### src/sv/dcs_pkg.sv
// Types, codes and helpers for the dataflash command sequencer
`default_nettype none

package dcs_pkg;

  typedef enum logic [1:0] {
    OP_REQ   = 2'd0,
    OP_REPLY = 2'd1,
    OP_DATA  = 2'd2,
    OP_NONE  = 2'd3
  } op_e;

  typedef enum logic [1:0] {
    CMD_ID     = 2'd0,
    CMD_STATUS = 2'd1,
    CMD_READ   = 2'd2,
    CMD_PROG   = 2'd3
  } cmd_e;

  typedef enum logic [1:0] {
    K_SPI  = 2'd0,
    K_HOST = 2'd1,
    K_REL  = 2'd2,
    K_DONE = 2'd3
  } kind_e;

  localparam logic [15:0] MAX_PROGRAM_BYTES = 16'd528;

  localparam logic [7:0] FL_READ_ID     = 8'h9F;
  localparam logic [7:0] FL_STATUS      = 8'hD7;
  localparam logic [7:0] FL_READ_FAST   = 8'h0B;
  localparam logic [7:0] FL_BUF1_WRITE  = 8'h84;
  localparam logic [7:0] FL_BUF1_COMMIT = 8'h83;
  localparam logic [7:0] FL_ZERO        = 8'h00;
  localparam logic [7:0] FL_FILL        = 8'hFF;

  localparam int unsigned BUNDLE_SLOTS = 3;
  localparam int unsigned QUEUE_DEPTH  = 4;
  localparam int unsigned QPTR_W       = $clog2(QUEUE_DEPTH);

  typedef struct packed {
    logic [1:0]  op;
    logic [1:0]  command;
    logic [11:0] page;
    logic [9:0]  byte_offset;
    logic [15:0] byte_count;
    logic [7:0]  data_byte;
  } in_item_t;

  typedef struct packed {
    logic [1:0] kind;
    logic [7:0] spi_byte;
    logic [7:0] host_byte;
    logic       last;
  } out_item_t;

  typedef struct packed {
    logic [1:0] kind;
    logic [7:0] spi_byte;
    logic [7:0] host_byte;
  } res_t;

  // results caused by one accepted transaction
  typedef struct packed {
    logic [1:0]                  cnt;
    res_t [BUNDLE_SLOTS-1:0]     ent;
  } bundle_t;

  function automatic bundle_t add_res(bundle_t b, kind_e k, logic [7:0] v);
    bundle_t r;
    r = b;
    r.ent[b.cnt].kind      = k;
    r.ent[b.cnt].spi_byte  = (k == K_SPI)  ? v : 8'h00;
    r.ent[b.cnt].host_byte = (k == K_HOST) ? v : 8'h00;
    r.cnt = b.cnt + 2'd1;
    return r;
  endfunction

endpackage

`default_nettype wire

### src/sv/dcs_front.sv
// Front end: accepts transactions and runs the command phase machine
`default_nettype none

module dcs_front
  import dcs_pkg::*;
(
  input  wire logic     clk_i,
  input  wire logic     rst_ni,
  input  wire logic     accept_i,
  input  wire in_item_t item_i,
  output bundle_t       bundle_o
);

  typedef enum logic [3:0] {
    PH_IDLE, PH_ID, PH_STAT, PH_RD_POLL, PH_RD_ADDR, PH_RD_DATA,
    PH_PG_STAT, PH_PG_HDR, PH_PG_WAIT, PH_PG_DATA, PH_PG_COMMIT, PH_PG_POLL
  } phase_e;

  phase_e      phase_q, phase_d;
  logic [11:0] page_q, page_d;
  logic [9:0]  offset_q, offset_d;
  logic [15:0] rem_q, rem_d;
  logic [2:0]  step_q, step_d;
  logic        binary_q, binary_d;

  logic [23:0] rd_addr;
  logic [7:0]  rd_addr_byte;
  logic [7:0]  commit_byte;
  logic [15:0] rem_dec;
  logic [7:0]  b;
  bundle_t     bnd;

  assign b       = item_i.data_byte;
  assign rem_dec = rem_q - 16'd1;
  assign rd_addr = binary_q ? {3'b000, page_q, offset_q[8:0]} : {2'b00, page_q, offset_q};

  always_comb begin
    unique case (step_q[1:0])
      2'd0:    rd_addr_byte = rd_addr[23:16];
      2'd1:    rd_addr_byte = rd_addr[15:8];
      default: rd_addr_byte = rd_addr[7:0];
    endcase
    unique case (step_q[1:0])
      2'd0:    commit_byte = binary_q ? {3'b000, page_q[11:7]} : {2'b00, page_q[11:6]};
      2'd1:    commit_byte = binary_q ? {page_q[6:0], 1'b0} : {page_q[5:0], 2'b00};
      default: commit_byte = FL_ZERO;
    endcase
  end

  always_comb begin
    phase_d  = phase_q;
    page_d   = page_q;
    offset_d = offset_q;
    rem_d    = rem_q;
    step_d   = step_q;
    binary_d = binary_q;
    bnd      = '0;
    if (accept_i) begin
      unique case (op_e'(item_i.op))
        OP_REQ: begin
          if (phase_q == PH_IDLE) begin
            page_d   = item_i.page;
            offset_d = item_i.byte_offset;
            rem_d    = item_i.byte_count;
            step_d   = 3'd0;
            unique case (cmd_e'(item_i.command))
              CMD_ID: begin
                bnd     = add_res(bnd, K_SPI, FL_READ_ID);
                phase_d = PH_ID;
              end
              CMD_STATUS: begin
                bnd     = add_res(bnd, K_SPI, FL_STATUS);
                phase_d = PH_STAT;
              end
              CMD_READ: begin
                bnd     = add_res(bnd, K_SPI, FL_STATUS);
                phase_d = PH_RD_POLL;
              end
              CMD_PROG: begin
                if (item_i.byte_count > MAX_PROGRAM_BYTES) rem_d = MAX_PROGRAM_BYTES;
                bnd     = add_res(bnd, K_SPI, FL_STATUS);
                phase_d = PH_PG_STAT;
              end
            endcase
          end
        end
        OP_REPLY: begin
          unique case (phase_q)
            PH_ID: begin
              if (step_q == 3'd1 || step_q == 3'd2) bnd = add_res(bnd, K_HOST, b);
              if (step_q < 3'd6) begin
                bnd    = add_res(bnd, K_SPI, FL_ZERO);
                step_d = step_q + 3'd1;
              end else begin
                bnd     = add_res(add_res(bnd, K_REL, FL_ZERO), K_DONE, FL_ZERO);
                phase_d = PH_IDLE;
                step_d  = 3'd0;
              end
            end
            PH_STAT: begin
              if (step_q == 3'd0) begin
                bnd    = add_res(bnd, K_SPI, FL_ZERO);
                step_d = 3'd1;
              end else begin
                bnd     = add_res(bnd, K_HOST, b);
                bnd     = add_res(add_res(bnd, K_REL, FL_ZERO), K_DONE, FL_ZERO);
                phase_d = PH_IDLE;
                step_d  = 3'd0;
              end
            end
            PH_RD_POLL: begin
              if (step_q == 3'd0) begin
                bnd    = add_res(bnd, K_SPI, FL_ZERO);
                step_d = 3'd1;
              end else begin
                bnd    = add_res(bnd, K_REL, FL_ZERO);
                step_d = 3'd0;
                if (b[7]) begin
                  binary_d = b[0];
                  bnd      = add_res(bnd, K_SPI, FL_READ_FAST);
                  phase_d  = PH_RD_ADDR;
                end else begin
                  bnd = add_res(bnd, K_SPI, FL_STATUS);
                end
              end
            end
            PH_RD_ADDR: begin
              if (step_q < 3'd3) begin
                bnd    = add_res(bnd, K_SPI, rd_addr_byte);
                step_d = step_q + 3'd1;
              end else if (step_q == 3'd3) begin
                bnd    = add_res(bnd, K_SPI, FL_ZERO);
                step_d = 3'd4;
              end else if (rem_q == 16'd0) begin
                bnd     = add_res(add_res(bnd, K_REL, FL_ZERO), K_DONE, FL_ZERO);
                phase_d = PH_IDLE;
                step_d  = 3'd0;
              end else begin
                bnd     = add_res(bnd, K_SPI, FL_FILL);
                phase_d = PH_RD_DATA;
              end
            end
            PH_RD_DATA: begin
              bnd   = add_res(bnd, K_HOST, b);
              rem_d = rem_dec;
              if (rem_dec == 16'd0) begin
                bnd     = add_res(add_res(bnd, K_REL, FL_ZERO), K_DONE, FL_ZERO);
                phase_d = PH_IDLE;
                step_d  = 3'd0;
              end else begin
                bnd = add_res(bnd, K_SPI, FL_FILL);
              end
            end
            PH_PG_STAT: begin
              if (step_q == 3'd0) begin
                bnd    = add_res(bnd, K_SPI, FL_ZERO);
                step_d = 3'd1;
              end else begin
                binary_d = b[0];
                bnd      = add_res(add_res(bnd, K_REL, FL_ZERO), K_SPI, FL_BUF1_WRITE);
                phase_d  = PH_PG_HDR;
                step_d   = 3'd0;
              end
            end
            PH_PG_HDR: begin
              if (step_q < 3'd3) begin
                bnd    = add_res(bnd, K_SPI, FL_ZERO);
                step_d = step_q + 3'd1;
              end else if (rem_q == 16'd0) begin
                bnd     = add_res(add_res(bnd, K_REL, FL_ZERO), K_SPI, FL_BUF1_COMMIT);
                phase_d = PH_PG_COMMIT;
                step_d  = 3'd0;
              end else begin
                phase_d = PH_PG_WAIT;
              end
            end
            PH_PG_DATA: begin
              rem_d = rem_dec;
              if (rem_dec == 16'd0) begin
                bnd     = add_res(add_res(bnd, K_REL, FL_ZERO), K_SPI, FL_BUF1_COMMIT);
                phase_d = PH_PG_COMMIT;
                step_d  = 3'd0;
              end else begin
                phase_d = PH_PG_WAIT;
              end
            end
            PH_PG_COMMIT: begin
              if (step_q < 3'd3) begin
                bnd    = add_res(bnd, K_SPI, commit_byte);
                step_d = step_q + 3'd1;
              end else begin
                bnd     = add_res(add_res(bnd, K_REL, FL_ZERO), K_SPI, FL_STATUS);
                phase_d = PH_PG_POLL;
                step_d  = 3'd0;
              end
            end
            PH_PG_POLL: begin
              if (step_q == 3'd0) begin
                bnd    = add_res(bnd, K_SPI, FL_ZERO);
                step_d = 3'd1;
              end else if (b[7]) begin
                bnd     = add_res(add_res(bnd, K_REL, FL_ZERO), K_DONE, FL_ZERO);
                phase_d = PH_IDLE;
                step_d  = 3'd0;
              end else begin
                bnd    = add_res(add_res(bnd, K_REL, FL_ZERO), K_SPI, FL_STATUS);
                step_d = 3'd0;
              end
            end
            default: ;
          endcase
        end
        OP_DATA: begin
          if (phase_q == PH_PG_WAIT) begin
            bnd     = add_res(bnd, K_SPI, b);
            phase_d = PH_PG_DATA;
          end
        end
        default: ;
      endcase
    end
  end

  assign bundle_o = bnd;

  always_ff @(posedge clk_i or negedge rst_ni) begin
    if (!rst_ni) begin
      phase_q  <= PH_IDLE;
      page_q   <= '0;
      offset_q <= '0;
      rem_q    <= '0;
      step_q   <= '0;
      binary_q <= 1'b0;
    end else begin
      phase_q  <= phase_d;
      page_q   <= page_d;
      offset_q <= offset_d;
      rem_q    <= rem_d;
      step_q   <= step_d;
      binary_q <= binary_d;
    end
  end

endmodule

`default_nettype wire

### src/sv/dcs_queue.sv
// Short result-bundle queue between the front and back ends
`default_nettype none

module dcs_queue
  import dcs_pkg::*;
(
  input  wire logic    clk_i,
  input  wire logic    rst_ni,
  input  wire logic    push_i,
  input  wire bundle_t push_data_i,
  output logic         full_o,
  output logic         valid_o,
  output bundle_t      head_o,
  input  wire logic    pop_i
);

  bundle_t            mem_q [QUEUE_DEPTH];
  logic [QPTR_W-1:0]  wr_q, rd_q;
  logic [QPTR_W:0]    cnt_q;

  assign full_o  = (cnt_q == (QPTR_W+1)'(QUEUE_DEPTH));
  assign valid_o = (cnt_q != '0);
  assign head_o  = mem_q[rd_q];

  always_ff @(posedge clk_i) begin
    if (push_i) mem_q[wr_q] <= push_data_i;
  end

  always_ff @(posedge clk_i or negedge rst_ni) begin
    if (!rst_ni) begin
      wr_q  <= '0;
      rd_q  <= '0;
      cnt_q <= '0;
    end else begin
      if (push_i) wr_q <= wr_q + 1'b1;
      if (pop_i)  rd_q <= rd_q + 1'b1;
      unique case ({push_i, pop_i})
        2'b10:   cnt_q <= cnt_q + 1'b1;
        2'b01:   cnt_q <= cnt_q - 1'b1;
        default: cnt_q <= cnt_q;
      endcase
    end
  end

endmodule

`default_nettype wire

### src/sv/dcs_back.sv
// Back end: serialises queued bundles into single results on the output register
`default_nettype none

module dcs_back
  import dcs_pkg::*;
(
  input  wire logic    clk_i,
  input  wire logic    rst_ni,
  input  wire logic    head_valid_i,
  input  wire bundle_t head_i,
  output logic         pop_o,
  output logic         out_valid_o,
  input  wire logic    out_stall_i,
  output out_item_t    out_item_o
);

  logic [1:0] idx_q;
  logic       out_valid_q;
  out_item_t  out_q;
  logic       load;
  logic       is_last;
  res_t       cur;

  assign load    = head_valid_i && (!out_valid_q || !out_stall_i);
  assign cur     = head_i.ent[idx_q];
  assign is_last = (idx_q == head_i.cnt - 2'd1);
  assign pop_o   = load && is_last;

  always_ff @(posedge clk_i) begin
    if (load) out_q <= '{kind: cur.kind, spi_byte: cur.spi_byte,
                         host_byte: cur.host_byte, last: is_last};
  end

  always_ff @(posedge clk_i or negedge rst_ni) begin
    if (!rst_ni) begin
      idx_q       <= '0;
      out_valid_q <= 1'b0;
    end else begin
      if (load) idx_q <= is_last ? 2'd0 : idx_q + 2'd1;
      if (load)              out_valid_q <= 1'b1;
      else if (!out_stall_i) out_valid_q <= 1'b0;
    end
  end

  assign out_valid_o = out_valid_q;
  assign out_item_o  = out_q;

endmodule

`default_nettype wire

### src/sv/dataflash_command_sequencer_unit.sv
// Top level of the serial dataflash command sequencer
//
// Input channel (in_valid_i / in_stall_o / in_item_i): host requests, flash
// reply bytes and program payload bytes. One transaction per cycle is taken
// while the internal four-entry bundle queue has room.
// Output channel (out_valid_o / out_stall_i / out_item_o): SPI bytes, host
// bytes, chip-select releases and done marks, one per cycle unless stalled;
// last marks the final result of an input transaction.
// Path: the bundle is registered in the queue, and the output register then
// loads its first result from the queue head. Each input yields zero to
// three results; output throughput is one result per cycle while the
// receiver does not stall, set by the single output register.
// Reset clears the phase machine, queue pointers and output valid flag; the
// block is idle and ready at once. While the receiver stalls, the output
// holds; the queue absorbs up to four further bundles before in_stall_o rises.
`default_nettype none

module dataflash_command_sequencer_unit
  import dcs_pkg::*;
(
  input  wire logic     clk_i,
  input  wire logic     rst_ni,
  input  wire logic     in_valid_i,
  output logic          in_stall_o,
  input  wire in_item_t in_item_i,
  output logic          out_valid_o,
  input  wire logic     out_stall_i,
  output out_item_t     out_item_o
);

  logic    accept;
  logic    q_full;
  logic    q_valid;
  logic    q_pop;
  bundle_t fr_bundle;
  bundle_t q_head;

  assign in_stall_o = q_full;
  assign accept     = in_valid_i && !q_full;

  dcs_front u_front (
    .clk_i    (clk_i),
    .rst_ni   (rst_ni),
    .accept_i (accept),
    .item_i   (in_item_i),
    .bundle_o (fr_bundle)
  );

  dcs_queue u_queue (
    .clk_i       (clk_i),
    .rst_ni      (rst_ni),
    .push_i      (accept && (fr_bundle.cnt != 2'd0)),
    .push_data_i (fr_bundle),
    .full_o      (q_full),
    .valid_o     (q_valid),
    .head_o      (q_head),
    .pop_i       (q_pop)
  );

  dcs_back u_back (
    .clk_i        (clk_i),
    .rst_ni       (rst_ni),
    .head_valid_i (q_valid),
    .head_i       (q_head),
    .pop_o        (q_pop),
    .out_valid_o  (out_valid_o),
    .out_stall_i  (out_stall_i),
    .out_item_o   (out_item_o)
  );

endmodule

`default_nettype wire

### config.mk
export PLATFORM = sky130hd
export DESIGN_NAME = dataflash_command_sequencer_unit
export DESIGN_NICKNAME = d
export VERILOG_FILES = /design/src/sv/dcs_pkg.sv /design/src/sv/dcs_front.sv /design/src/sv/dcs_queue.sv /design/src/sv/dcs_back.sv /design/src/sv/dataflash_command_sequencer_unit.sv
export SDC_FILE = /design/constraint.sdc
export NUM_CORES = 1
export LEC_CHECK = 0
export BUFFER_PORTS_ARGS = -buffer_cell sky130_fd_sc_hd__buf_2
export CAP_MARGIN = 20
export CORE_MARGIN = 3
export CORE_UTILIZATION = 39
export DETAILED_ROUTE_END_ITERATION = 8
export GPL_TIMING_DRIVEN = 0
export SYNTH_ARGS = -nofsm -noshare
export SYNTH_HDL_FRONTEND = slang
export SYNTH_HIERARCHICAL = 1
export SYNTH_SLANG_ARGS = --single-unit
### constraint.sdc
create_clock -name clk_i -period 14.1 [get_ports clk_i]
set_input_delay 2.82 -clock clk_i [delete_from_list [all_inputs] [get_ports clk_i]]
set_output_delay 2.82 -clock clk_i [all_outputs]
set_load 0.02 [all_outputs]
# [Word level (Yosys, flattened, before mapping)]
# Memories as Yosys holds them, arrays and structs flattened.
# Cells that the tools add are included.
[totals] mem_count=1 wordCells=211 in_bits=54 out_inout_bits=21 register_bits=75 mem_bits_rw=224
[classes] n_reduce_logical=32 n_addsub=10 order_cmp=8 n_eq_ne=46 muxes=99
[memory_table] memory="u_queue.mem_q" depth=4 width=56 read_ports=1 rd_clocked_by_memory_dff=0 write_ports=1 line_no="dcs_queue.sv:17" text="bundle_t mem_q [QUEUE_DEPTH];"
[ops] operator="$mux 56" n=17
[ops] operator="$pmux 56 s10" n=1
[ops] operator="$bwmux 54" n=9
[ops] operator="$demux 18 s2" n=6
[ops] operator="$pmux 56 s3" n=1
[ops] operator="$mux 55" n=3
[ops] operator="$pmux 56 s2" n=1
[ops] operator="$mux 16" n=6
[ops] operator="$mux 4" n=14
[ops] operator="$mux 18" n=3
[ops] operator="$pmux 4 s10" n=1
[ops] operator="$bmux 18 s2" n=1
[ops] operator="$mux 36" n=1
[ops] operator="$mux 34" n=1
[ops] operator="$ne 3x3->1 const B" n=11
[ops] operator="$logic_not 16->1" n=2
[ops] operator="$pmux 16 s2" n=1
[ops] operator="$pmux 8 s2" n=2
[ops] operator="$mux 3" n=9
[ops] operator="$mux 8" n=3
[ops] operator="$mux 22" n=1
[ops] operator="$pmux 3 s6" n=1
[ops] operator="$reduce_and 17->1" n=1
[ops] operator="$eq 4x3->1 const B" n=4
[ops] operator="other kinds (46)" n=95

# [Logic depth before layout (Yosys ltp)]
[logic_depth] depth_word=24 depth_mapped=20 depth_no_buf=19

# [Hierarchy]
# The synthesis kept the hierarchy.
[by_module_without_submodules] module="dcs_queue" seq_area_each_um2=6901.6 instances=1 area_per_inst_um2=8496.9 cells_per_inst=326
[by_module_without_submodules] module="dcs_front" seq_area_each_um2=1151.1 instances=1 area_per_inst_um2=4380.5 cells_per_inst=556
[by_module_without_submodules] module="dcs_back" seq_area_each_um2=645.6 instances=1 area_per_inst_um2=1153.6 cells_per_inst=99
[by_module_without_submodules] module="dataflash_command_sequencer_unit" seq_area_each_um2=0.0 instances=1 area_per_inst_um2=21.3 cells_per_inst=2

# [Worst setup path before layout]
# No wires, ideal clock.
[synth_timing] path_type="in2reg" start="in in_item_i[49] in the netlist's numbering" end="mem u_queue/mem_q[1][0] in the netlist's numbering (enable)" t_required_ns=13.680 slack_ns=7.937 setup_ns=0.420 cell_stages=8 t_arrival_ns=5.743 n_path_buf=2 path_cell_list="inv_1 -> ha_1 -> buf_1 -> nand3_1 -> clkbuf_1 -> a21oi_1 -> o21a_1 -> and2_1"
[synth_lines] item="from (decl)" line_no="dataflash_command_sequencer_unit.sv:25" text="input wire in_item_t in_item_i,"
[synth_lines] item="to (decl)" line_no="dcs_queue.sv:17"

==> results.tsv <==
stage	metric	value	unit
run_status	status	complete, no violations	
clocking	numClockSinks	299	
sta	report.final.hold_viol_count	0	
clocking	clkLatencyLatePin	0.53	ns
global_route	grt_first_pass_wirelength	51.7	mm
worst_setup_path	crit_chain	buf_2, inv_1, ha_1, buf_1, nand3_1, clkbuf_1, a21oi_1, o21a_1, inv_1, ha_1, fa_1, xnor2_1, nor2_1, xor2_1	
global_route	grt.total_usage	17.2	%
global_route	grt.met1_usage	25.0	%
flow_run	cap_viol_max_count	0	
sta	worst_clock_skew	0.0199	ns
yosys	netlist-cell-type-count	77	
drt	detail_route.wirelength	32.7	mm
power	power.density_cell_area	196	nW/um^2
yosys	cell_type_with_the_largest_total_area_after_synthesis	sky130_fd_sc_hd__edfxtp_1	
yosys	ys.warnings.count	6	
floorplanning	design.core.area	35100	um^2
yosys	post_synth_main_area_contributors	sky130_fd_sc_hd__edfxtp_1 52%, sky130_fd_sc_hd__dfrtp_1 10%, sky130_fd_sc_hd__mux4_2 9.0%	
drt	route.detailed.drc	0	
global_route	grt_pass1_vias	8755	
sta	final_max_slew_viol_count	0	
drt	first_iter_violations	675	
sta	worst_slew_pin_slew	0.905	ns
worst_setup_path	crit_fanout	10	
drt	drt-pass1-iter-count	5	
worst_setup_path	worstSetupEndpointType	flop	
global_route	grt_max_degree	57	
clocking	cts-buffers-inserted	35	
sta	min_period_over_period	43.7	%
clocking	clkSlewWorstSetupHoldPaths	0.05	ns
yosys	post_synth.cell_area_avg	14.3	um^2
layout	final_util	46.6	%
clocking	cts.root.buffer_cell	sky130_fd_sc_hd__clkbuf_16	
layout	most-common-layout-cells	243 x sky130_fd_sc_hd__edfxtp_1, 81 x sky130_fd_sc_hd__buf_2, 60 x sky130_fd_sc_hd__nand2_1, 56 x sky130_fd_sc_hd__dfrtp_1, 56 x sky130_fd_sc_hd__mux4_2	
hold_path	hold_path.class	reg2reg	
global_route	initial_antenna_violation_count	3	
clocking	post_cts_resize_count	0	
clocking	tritoncts	yes	
sta	setup_viol	0	
clocking	max-clock-path-buffers	3	
floorplanning	io-pin-count	75	
global_route	top_usage_layer	met2	
worst_setup_path	worst_setup_path_start_kind	input pin	
yosys	netlist_instances	983	
layout	final_common_cell	sky130_fd_sc_hd__edfxtp_1	
yosys	synth-main-ff-cell	sky130_fd_sc_hd__edfxtp_1	
layout	nets	1196	
placed_design	port_buffers	74	
floorplanning	placementRows	68	
sta	fmax	162	MHz
sta	final.min_clock_period	6.16	ns
layout	post_route_cells_drive_above_1_share	25.2	%
worst_setup_path	critical_path.max_stage_delay	0.51	ns
global_route	globalRouteMet2Util	27.0	%
floorplanning	die_h	196	um
placed_design	hpwl	22.3	mm
worst_setup_path	timing.critical_path.arrival	6.56	ns
power	fin_total_pwr	3.21	mW
sta	grt_setup_unrepaired	no	
global_route	grt_util_met3	2.95	%
drt	antenna_viol_nets_final	0	
yosys	netlist_area	14100	um^2
placed_design	gp_congestion	0.923	
floorplanning	die_footprint	38300	um^2
yosys	post-synth-top-area-fraction	51.9	%
yosys	synth.ff_latch_count	299	
worst_setup_path	cpMaxStageDelayCell	sky130_fd_sc_hd__a21oi_1	
floorplanning	initial_utilization	40.1	%
drt	via_count	8714	
yosys	synth.yosys.seq_area_share	61.9	%
drt	routed_via_density	5.43	
sta	finalSetupTns	0	ns
clocking	cts_setup_buffers	0	
clocking	htree_levels	2	
yosys	async_reset_ff_share	18.7	%
power	worst_ir_drop_vdd	123	uV
global_route	gr-total-overflow	0	
worst_setup_path	cp_data_required_time	14.50	ns
power	power.static_leakage	5.84	nW
layout	area.growth.synth_to_final	16.3	%
clocking	holdBufCountCts	0	
drt	drt-wirelength-per-cell	20.4	um
worst_setup_path	timing.setup.critical_path_class	in2reg	
floorplanning	die_w	196	um
yosys	number_of_enable_flip_flop_cells_after_synthesis	243	
sta	timing.slew.headroom	39.6	%
synthesized netlist by cell type, types with 19 or more instances:
master	number
sky130_fd_sc_hd__nand2_1	60
sky130_fd_sc_hd__mux2i_1	25
sky130_fd_sc_hd__nor2_1	53
sky130_fd_sc_hd__mux4_2	56
sky130_fd_sc_hd__clkbuf_1	30
sky130_fd_sc_hd__o21ai_0	42
sky130_fd_sc_hd__a21oi_1	53
sky130_fd_sc_hd__mux2_2	35
sky130_fd_sc_hd__dfrtp_1	56
sky130_fd_sc_hd__inv_1	25
sky130_fd_sc_hd__ha_1	19
sky130_fd_sc_hd__buf_4	33
sky130_fd_sc_hd__edfxtp_1	243
stage by stage:
step,area [um^2],std cells,setup slack [ns],hold WS (ns)
detailed placement,15200,1539,7.36,0.481
global placement,15100,1535,5.67,0.476
global route,16300,1604,7.67,0.505
finish,16300,1605,7.94,0.492
floorplan,14100,1006,7.94,0.449
CTS,16300,1603,7.91,0.492
worst paths after layout:
check,from,end,slack [ns],cells past startpoint
max reg2reg,u_front/rem_q[1],u_queue/cnt_q[2],8.59,17
min reg2reg,u_queue/cnt_q[2],u_queue/cnt_q[2],0.49,1
max,in_item_i[49],u_queue/cnt_q[2],7.94,14
min,u_queue/cnt_q[2],u_queue/cnt_q[2],0.49,1
min in group asynchronous,rst_ni,u_front/rem_q[3],2.27,1
max in group asynchronous,rst_ni,u_front/step_q[2],11.23,2
cell type report:
type | count | area [um^2]
clock buffer | 50 | 982
tap | 455 | 569
inverter | 28 | 105
clock inverter | 14 | 154
antenna | 1 | 2.50
buffer | 84 | 534
timing repair buffer | 79 | 480
fill | 3142 | 18700
multi-input combinational | 595 | 4810
sequential | 299 | 8700
flip-flops by register name, summed over array words and instances, names as in the netlist:
name                cells
u_queue/cnt_q           3
u_queue/wr_q            2
u_back/out_item_o      19
u_front/step_q          3
u_front/phase_q         4
u_front/rem_q          16
u_front/offset_q       10
u_front/page_q         12
u_queue/mem_q         224
u_queue/rd_q            2
u_front/binary_q        1
u_back/out_valid_o      1
u_back/idx_q            2
per-layer routing:
layer	up-vias	part of all wire, %
li1	4060	-
met3	52	5.4
met5	-	0.083
met4	4	1.9
met1	4324	46
met2	274	47
power by group:
part           internal (mW)  leakage [nW]  total (mW)  switching, mW
registers               1.10          2.93        1.19         0.0879
clock network          0.526         0.554       0.878          0.352
logic                  0.477          2.37        1.14          0.660
critical path: cells and delay by family:
kind	cells	cell delay, ns
AOI/OAI and AO/OA	2	0.90
xor gates and xnor gates	2	0.32
adders and majority gates	3	0.87
buffers and inverters	5	1.10
and+or+nand+nor	2	0.53
kinds of logic (layout without fill, tap and decap cells):
group                    Yosys count  in the layout  synth area share, %
flip-flops                       299            299                 61.9
AND/OR/NAND/NOR                  217            217                 7.94
AO/OA/AOI/OAI                    207            207                 9.40
multiplexers                     117            117                 13.7
buffers and inverters            112            255                 4.55
adder cells (fa/ha/maj)           20             20                 1.83
XOR/XNOR                          10             10                0.677
other                              1             25               0.0267
Note: power is estimated with default switching activity, not from simulation.
